## config.mk

```make
export PLATFORM = sky130hd
export DESIGN_NAME = mhpq_ctrl
export DESIGN_NICKNAME = d
export VERILOG_FILES = /design/src/design/mhpq_pkg.sv /design/src/design/mhpq_ctrl.sv
export SDC_FILE = /design/constraint.sdc
export NUM_CORES = 1
export LEC_CHECK = 0
export BUFFER_PORTS_ARGS = -buffer_cell sky130_fd_sc_hd__buf_2
export CAP_MARGIN = 5
export CORE_MARGIN = 2
export CORE_UTILIZATION = 43
export CTS_CLUSTER_DIAMETER = 50
export DETAILED_ROUTE_END_ITERATION = 8
export GPL_ROUTABILITY_DRIVEN = 0
export HOLD_SLACK_MARGIN = 0.15
export PLACE_DENSITY = 0.75
export SLEW_MARGIN = 5
export SYNTH_ARGS = -nofsm -noshare
export SYNTH_HDL_FRONTEND = slang
export SYNTH_SLANG_ARGS = --single-unit
```

## constraint.sdc

```tcl
create_clock -name clock -period 1.5 [get_ports clock]
set_input_delay 0.075 -clock clock [delete_from_list [all_inputs] [get_ports clock]]
set_output_delay 0.075 -clock clock [all_outputs]
set_load 0.1 [all_outputs]
```

## src/design/mhpq_pkg.sv

```systemverilog
// Shared types and constants for the min-heap priority queue.
// No dependencies; the other design files except mhpq_ram refer to this package by scoped name.
package mhpq_pkg;

   localparam int CAPACITY   = 256;
   localparam int KEY_BITS   = 32;
   localparam int ID_BITS    = 16;
   localparam int ADDR_BITS  = $clog2(CAPACITY);
   localparam int COUNT_BITS = $clog2(CAPACITY + 1);
   localparam int IDX_BITS   = ADDR_BITS + 2;

   localparam logic KIND_INSERT  = 1'b0;
   localparam logic KIND_EXTRACT = 1'b1;

   typedef struct packed {
      logic signed [KEY_BITS-1:0] key;
      logic [ID_BITS-1:0]         id;
   } entry_type;

   localparam int ENTRY_BITS = $bits(entry_type);

   // write data source
   typedef enum logic [1:0] {
      WSRC_MOV  = 2'd0,
      WSRC_RD   = 2'd1,
      WSRC_BEST = 2'd2
   } wsrc_type;

   // next slot position after a write
   typedef enum logic [1:0] {
      PSRC_HOLD   = 2'd0,
      PSRC_PARENT = 2'd1,
      PSRC_LEFT   = 2'd2,
      PSRC_RIGHT  = 2'd3
   } psrc_type;

   // read address source
   typedef enum logic [1:0] {
      RSRC_PARENT = 2'd0,
      RSRC_LEFT   = 2'd1,
      RSRC_RIGHT  = 2'd2,
      RSRC_LAST   = 2'd3
   } rsrc_type;

   typedef struct packed {
      logic     ins_start;
      logic     ext_start;
      logic     fail;
      logic     mov_from_rd;
      logic     best_take;
      logic     wr_en;
      wsrc_type wr_src;
      psrc_type pos_sel;
      rsrc_type rd_sel;
   } cmd_type;

   typedef struct packed {
      logic full;
      logic empty;
      logic single;
      logic at_root;
      logic has_left;
      logic has_right;
      logic up_gt;
      logic dn_gt_l;
      logic dn_gt_r;
      logic best_child;
   } sts_type;

endpackage

```

## src/design/mhpq_ctrl.sv

```systemverilog
// Sequencer for insert (sift-up) and extract (sift-down) operations.
// Depends on mhpq_pkg; drives mhpq_datapath through cmd_type / sts_type.
module mhpq_ctrl (
   input  logic              clock,
   input  logic              reset,
   input  logic              req_valid,
   output logic              req_ready,
   input  logic              req_kind,
   output logic              rsp_valid,
   input  logic              rsp_ready,
   output mhpq_pkg::cmd_type cmd,
   input  mhpq_pkg::sts_type sts
);

   typedef enum logic [7:0] {
      ST_IDLE     = 8'b0000_0001,
      ST_UP       = 8'b0000_0010,
      ST_UP_CMP   = 8'b0000_0100,
      ST_DN_LAST  = 8'b0000_1000,
      ST_DN_CHK   = 8'b0001_0000,
      ST_DN_LEFT  = 8'b0010_0000,
      ST_DN_RIGHT = 8'b0100_0000,
      ST_RESP     = 8'b1000_0000
   } state_type;

   state_type state_ff, state_in;
   logic      start_ok;

   assign start_ok  = (state_ff == ST_IDLE) || ((state_ff == ST_RESP) && rsp_ready);
   assign req_ready = start_ok;
   assign rsp_valid = (state_ff == ST_RESP);

   always_comb begin
      cmd      = '0;
      state_in = state_ff;

      unique case (state_ff)
         ST_IDLE: begin
            state_in = ST_IDLE;
         end
         ST_UP: begin
            if (sts.at_root) begin
               cmd.wr_en  = 1'b1;
               cmd.wr_src = mhpq_pkg::WSRC_MOV;
               state_in   = ST_RESP;
            end else begin
               cmd.rd_sel = mhpq_pkg::RSRC_PARENT;
               state_in   = ST_UP_CMP;
            end
         end
         ST_UP_CMP: begin
            cmd.wr_en = 1'b1;
            if (sts.up_gt) begin
               cmd.wr_src  = mhpq_pkg::WSRC_RD;
               cmd.pos_sel = mhpq_pkg::PSRC_PARENT;
               state_in    = ST_UP;
            end else begin
               cmd.wr_src = mhpq_pkg::WSRC_MOV;
               state_in   = ST_RESP;
            end
         end
         ST_DN_LAST: begin
            cmd.mov_from_rd = 1'b1;
            state_in        = ST_DN_CHK;
         end
         ST_DN_CHK: begin
            if (sts.has_left) begin
               cmd.rd_sel = mhpq_pkg::RSRC_LEFT;
               state_in   = ST_DN_LEFT;
            end else begin
               cmd.wr_en  = 1'b1;
               cmd.wr_src = mhpq_pkg::WSRC_MOV;
               state_in   = ST_RESP;
            end
         end
         ST_DN_LEFT: begin
            if (sts.has_right) begin
               cmd.best_take = 1'b1;
               cmd.rd_sel    = mhpq_pkg::RSRC_RIGHT;
               state_in      = ST_DN_RIGHT;
            end else if (sts.dn_gt_l) begin
               cmd.wr_en   = 1'b1;
               cmd.wr_src  = mhpq_pkg::WSRC_RD;
               cmd.pos_sel = mhpq_pkg::PSRC_LEFT;
               state_in    = ST_DN_CHK;
            end else begin
               cmd.wr_en  = 1'b1;
               cmd.wr_src = mhpq_pkg::WSRC_MOV;
               state_in   = ST_RESP;
            end
         end
         ST_DN_RIGHT: begin
            cmd.wr_en = 1'b1;
            if (sts.dn_gt_r) begin
               cmd.wr_src  = mhpq_pkg::WSRC_RD;
               cmd.pos_sel = mhpq_pkg::PSRC_RIGHT;
               state_in    = ST_DN_CHK;
            end else if (sts.best_child) begin
               cmd.wr_src  = mhpq_pkg::WSRC_BEST;
               cmd.pos_sel = mhpq_pkg::PSRC_LEFT;
               state_in    = ST_DN_CHK;
            end else begin
               cmd.wr_src = mhpq_pkg::WSRC_MOV;
               state_in   = ST_RESP;
            end
         end
         ST_RESP: begin
            if (rsp_ready) begin
               state_in = ST_IDLE;
            end
         end
         default: begin
            state_in = ST_IDLE;
         end
      endcase

      // new item, taken from idle or in the cycle the last result transfers
      if (start_ok && req_valid) begin
         if (req_kind == mhpq_pkg::KIND_INSERT) begin
            if (sts.full) begin
               cmd.fail = 1'b1;
               state_in = ST_RESP;
            end else begin
               cmd.ins_start = 1'b1;
               state_in      = ST_UP;
            end
         end else begin
            if (sts.empty) begin
               cmd.fail = 1'b1;
               state_in = ST_RESP;
            end else begin
               cmd.ext_start = 1'b1;
               cmd.rd_sel    = mhpq_pkg::RSRC_LAST;
               state_in      = sts.single ? ST_RESP : ST_DN_LAST;
            end
         end
      end
   end

   always_ff @(posedge clock) begin
      if (reset) begin
         state_ff <= ST_IDLE;
      end else begin
         state_ff <= state_in;
      end
   end

endmodule

```

==> results of run 1 <==
==> through the flow <==
step           instances  hold slack, ps  worst slack [ps]
2_1_floorplan         96             144              -405
3_3_place_gp         155             260             -85.8
3_5_place_dp         155             263              -113
==> cell families after synthesis <==
logic type                share of synthesized area [%]
AOI/OAI and AO/OA                                  19.9
xor gates and xnor gates                           2.34
buffers and inverters                              9.51
DFF                                                21.4
muxes                                              1.34
and+or+nand+nor                                    45.6
==> results_dict.tcl, run 1 <==
set metrics [dict create \
    status "aborted with a tool error" \
    flow.stopped_at "4_1_cts" \
    firstError "[ERROR DPL-0038] Utilization greater than 100%, impossible to legalize" \
    ios 29 \
    cts-resized-gates 37 \
    num_rows 15 \
    seq_area_frac_synth_pct 21.4 \
    synth_seq_cells 8 \
    ys_types 41 \
    yosys.area.top_type_share_pct 21.4 \
    synthTopCellsByArea "dfxtp_1 21%, nor2_1 5.5%, nor3_1 4.7%" \
    synth-main-ff-cell "dfxtp_1" \
    start_util_pct 44.4 \
    synth_top_cell_by_area "dfxtp_1" \
    numPortBuffers 28 \
    die_height_microns 45.8 \
    die_width_microns 45.8 \
    postCtsHoldBufs 4 \
    synthTopCellsByCount "11 x nor2_1, 8 x dfxtp_1, 7 x nor3_1" \
    cts_inserted_buffers 3 \
    root_buffer "clkbuf_4" \
    hpwlAfterDp_mm 2.31 \
    syn_nets 111 \
    synth_cells 96 \
    placedInstanceArea_sq_mm 0.00139 \
    cts_max_level 1 \
    synthesis.area_sq_um 749 \
    ys_warn_count 0 \
    synth-edff-count 0 \
    synth_most_common_cell "nor2_1" \
    postCtsSetupRepairBufs 14 \
    synth.avg_cell_area_sq_um 7.81 \
    synth-async-reset-ratio_pct 0 \
    cts.path.max_buffers 2 \
    cts_num_sinks 8 \
]
==> run 2, diff against run 1 <==
Settings changed: CORE_AREA from default to 2 2 63 65, CORE_MARGIN 2 to default, CORE_UTILIZATION 43 to default, CTS_CLUSTER_DIAMETER 50 to default, DIE_AREA from default to 0 0 65 67, HOLD_SLACK_MARGIN 0.15 to default, PLACE_DENSITY 0.75 to default, PLACE_DENSITY_LB_ADDON from default to 0.15.
Clock period 1.5 ns to 1.95 ns, I/O delays scaled along.
==> run 2 against run 1 <==
  * The flow now finishes without violations
  * Synthesized cell count is the same
  * Area after synthesis is the same
==> results_dict.tcl, run 2 <==
set metrics [dict create \
    vdd_drop_max_uv 166 \
    drc 0 \
    top_register "state_ff" \
    fp.coreArea_sq_mm 0.00361 \
    whs_ps 52.0 \
    drt_iter0_drc 21 \
    synth.area.mux_share_pct 1.34 \
    grt_pass1_vias 759 \
    ys_types 41 \
    crit_path_max_incr_delay_ps 430 \
    synth_cells 96 \
    cts_inserted_buffers 3 \
    cts_max_level 1 \
    r2r_start "state_ff[4]" \
    setup_viol_count_final 0 \
    criticalPathCategory "register to output pin" \
    synth-async-reset-ratio_pct 0 \
    grt-ovfl-total 0 \
    ys_warn_count 0 \
    num_antenna_cells 0 \
    crit_buf_inv 1 \
    start_util_pct 20.8 \
    slew-limit-headroom_pct 67.8 \
    vias 817 \
    synthesis.area_sq_um 749 \
    die_width_microns 65 \
    drive_above_1_share_pct 44.7 \
    insertion_delay_ps 230 \
    hold_start "sts[6]" \
    synth_top_cell_by_area "dfxtp_1" \
    swShare_pct 36.5 \
    hpwlAfterDp_mm 1.84 \
    final_cell_mix "18 x buf_2, 10 x nor2_1, 10 x buf_12" \
    path_clk_slew_ps 40 \
    synthXorXnorAreaFrac_pct 2.34 \
    grt_pass1_wl_mm 3.59 \
    finClkSkew_ps 3.59 \
    pwr-share-clk_pct 34.0 \
    placedInstanceArea_sq_mm 0.00109 \
    cts.path.max_buffers 2 \
    utilization_pct 32.4 \
    r2r_end "state_ff[4]" \
    antenna_found_initial 0 \
    p_leak_nw 0.503 \
    period_needed_ps 1840 \
    fp.dieArea_sq_mm 0.00436 \
    p_per_area_mw_per_mm2 499 \
    routedWlPerCell_microns 13.0 \
    grt_max_degree 12 \
    finalWirelength_mm 2.22 \
    synth_fa_ha_area_share_pct 0 \
    layout_commonest_cell "buf_2" \
    synthTopCellsByArea "dfxtp_1 21%, nor2_1 5.5%, nor3_1 4.7%" \
    seq_power_share_pct 31.6 \
    p_sw_w 0.000213 \
    internal_power_w 0.000370 \
    r2r_setup_slack_ps 340 \
    dpl.cell_count 165 \
    ant_nets 0 \
    synth_seq_cells 8 \
    cts_tree "done" \
    synth-edff-count 0 \
    hold_end "state_ff[2]" \
    critPathArrivalTime_ps 1740 \
    final_cells 171 \
    syn2layout_area_growth_pct 55.8 \
    slowest_stage "or3_4" \
    syn_nets 111 \
    p_comb_share_pct 34.4 \
    worstMarginPinSlew_ps 486 \
    cp-end-kind "output pin" \
    root_buffer "clkbuf_8" \
    synthTopCellsByCount "11 x nor2_1, 8 x dfxtp_1, 7 x nor3_1" \
    drt_first_pass_iters 4 \
    die_height_microns 67 \
    synth-main-ff-cell "dfxtp_1" \
    top_regs "state_ff: 8 flops" \
    cts_num_sinks 8 \
    fin_crit_sh_pct 94.3 \
    critPathTopFamily "simple AND/OR/NAND/NOR gates" \
    num_rows 22 \
    synth.avg_cell_area_sq_um 7.81 \
    slew_violations 0 \
    rsz0062_at_grt "no" \
    track_usage_pct 10.7 \
    r2r_cells 5 \
    drv_cap 0 \
    synth_compound_area_share_pct 19.9 \
    max_clock_freq_mhz 544 \
    yosys.area.top_type_share_pct 21.4 \
    crit_path_start_kind "register" \
    ios 29 \
    cp.required_ps 1850 \
    numPortBuffers 28 \
    design_area_sq_mm 0.00117 \
    hold_path.class "input pin to register" \
    vias_per_cell 4.78 \
    largest_reg_flops 8 \
    crit_path_cell_trace "or3_4, nor4_4, o2bb2ai_2, buf_12" \
    status "completed" \
    synth_top_family_by_area "simple AND/OR/NAND/NOR gates" \
    synth_most_common_cell "nor2_1" \
    seq_area_frac_synth_pct 21.4 \
    synthSimpleGateAreaFrac_pct 45.6 \
    nNetsFinal 140 \
    holdPathStages 2 \
    hold_viol 0 \
    worst-path-max-fanout 11 \
]
## run 2: cell counts after synthesis
Identical to the previous run, type by type.
## run 2: worst max-delay path by stage
stage                            from     end  slack, ps  cells past startpoint
after global routing      state_ff[6]  cmd[3]         20                      4
after global placement    state_ff[6]  cmd[4]        120                      5
after CTS                 state_ff[7]  cmd[0]         20                      5
final                     state_ff[6]  cmd[3]        110                      4
after detailed placement  state_ff[6]  cmd[4]        160                      5
after floorplan           state_ff[6]  cmd[4]       -230                      5
## run 2: logic make-up (layout without fill, tap and decap cells)
| kind of cell | Yosys count | in the layout |
|---|---|---|
| xor+xnor | 2 | 2 |
| simple gates | 55 | 55 |
| buf+inv | 13 | 40 |
| mux | 1 | 1 |
| compound gates | 17 | 17 |
| flops | 8 | 8 |
## run 2: power by group through the flow
stage | sequential, W | clock [W] | combinational, W
6_report | 0.000184 | 0.000198 | 0.000200
3_3_place_gp | 0.000185 | 0 | 0.000197
5_1_grt | 0.000185 | 0.000210 | 0.000213
3_5_place_dp | 0.000185 | 0 | 0.000197
2_1_floorplan | 0.000175 | 0 | 0.000154
4_1_cts | 0.000183 | 0.000201 | 0.000198
## run 2: worst register-to-register path, stage by stage (launching register included)
cell     delay [ps]
dfxtp_2         370
nor3_4          270
buf_4           160
nand2_1          90
o41ai_2         400
o21ba_1         210
## run 2: routing by layer
layer  GRT usage, %  part of all wire [%]
met1           13.2                    45
met2           17.9                    49
met4           5.59                   1.9
met3           1.69                   5.0
met5              0                     0
## run 2: stage by stage
stage | setup slack, ps | setup TNS (ps) | power, W
after floorplan | -225 | -680 | 0.000329
after CTS | 15.8 | 0 | 0.000582
after detailed placement | 161 | 0 | 0.000382
after global routing | 18.9 | 0 | 0.000608
after global placement | 123 | 0 | 0.000382
final | 112 | 0 | 0.000582
## run 2: final cells by class
type,count,area [sq um]
timing repair buffer,31,313
sequential,8,165
inverter,6,22.5
clock buffer,3,41.3
multi-input combinational,75,566
tap,48,60.1
fill,384,2440
## run 2: timing repair
action	CTS	global route
endpoints found under the setup margin	4	7
gates resized for setup	2	4
setup buffers	0	3
pin swaps	0	1
hold buffers	0	0
(Power assumes the default switching activity.)
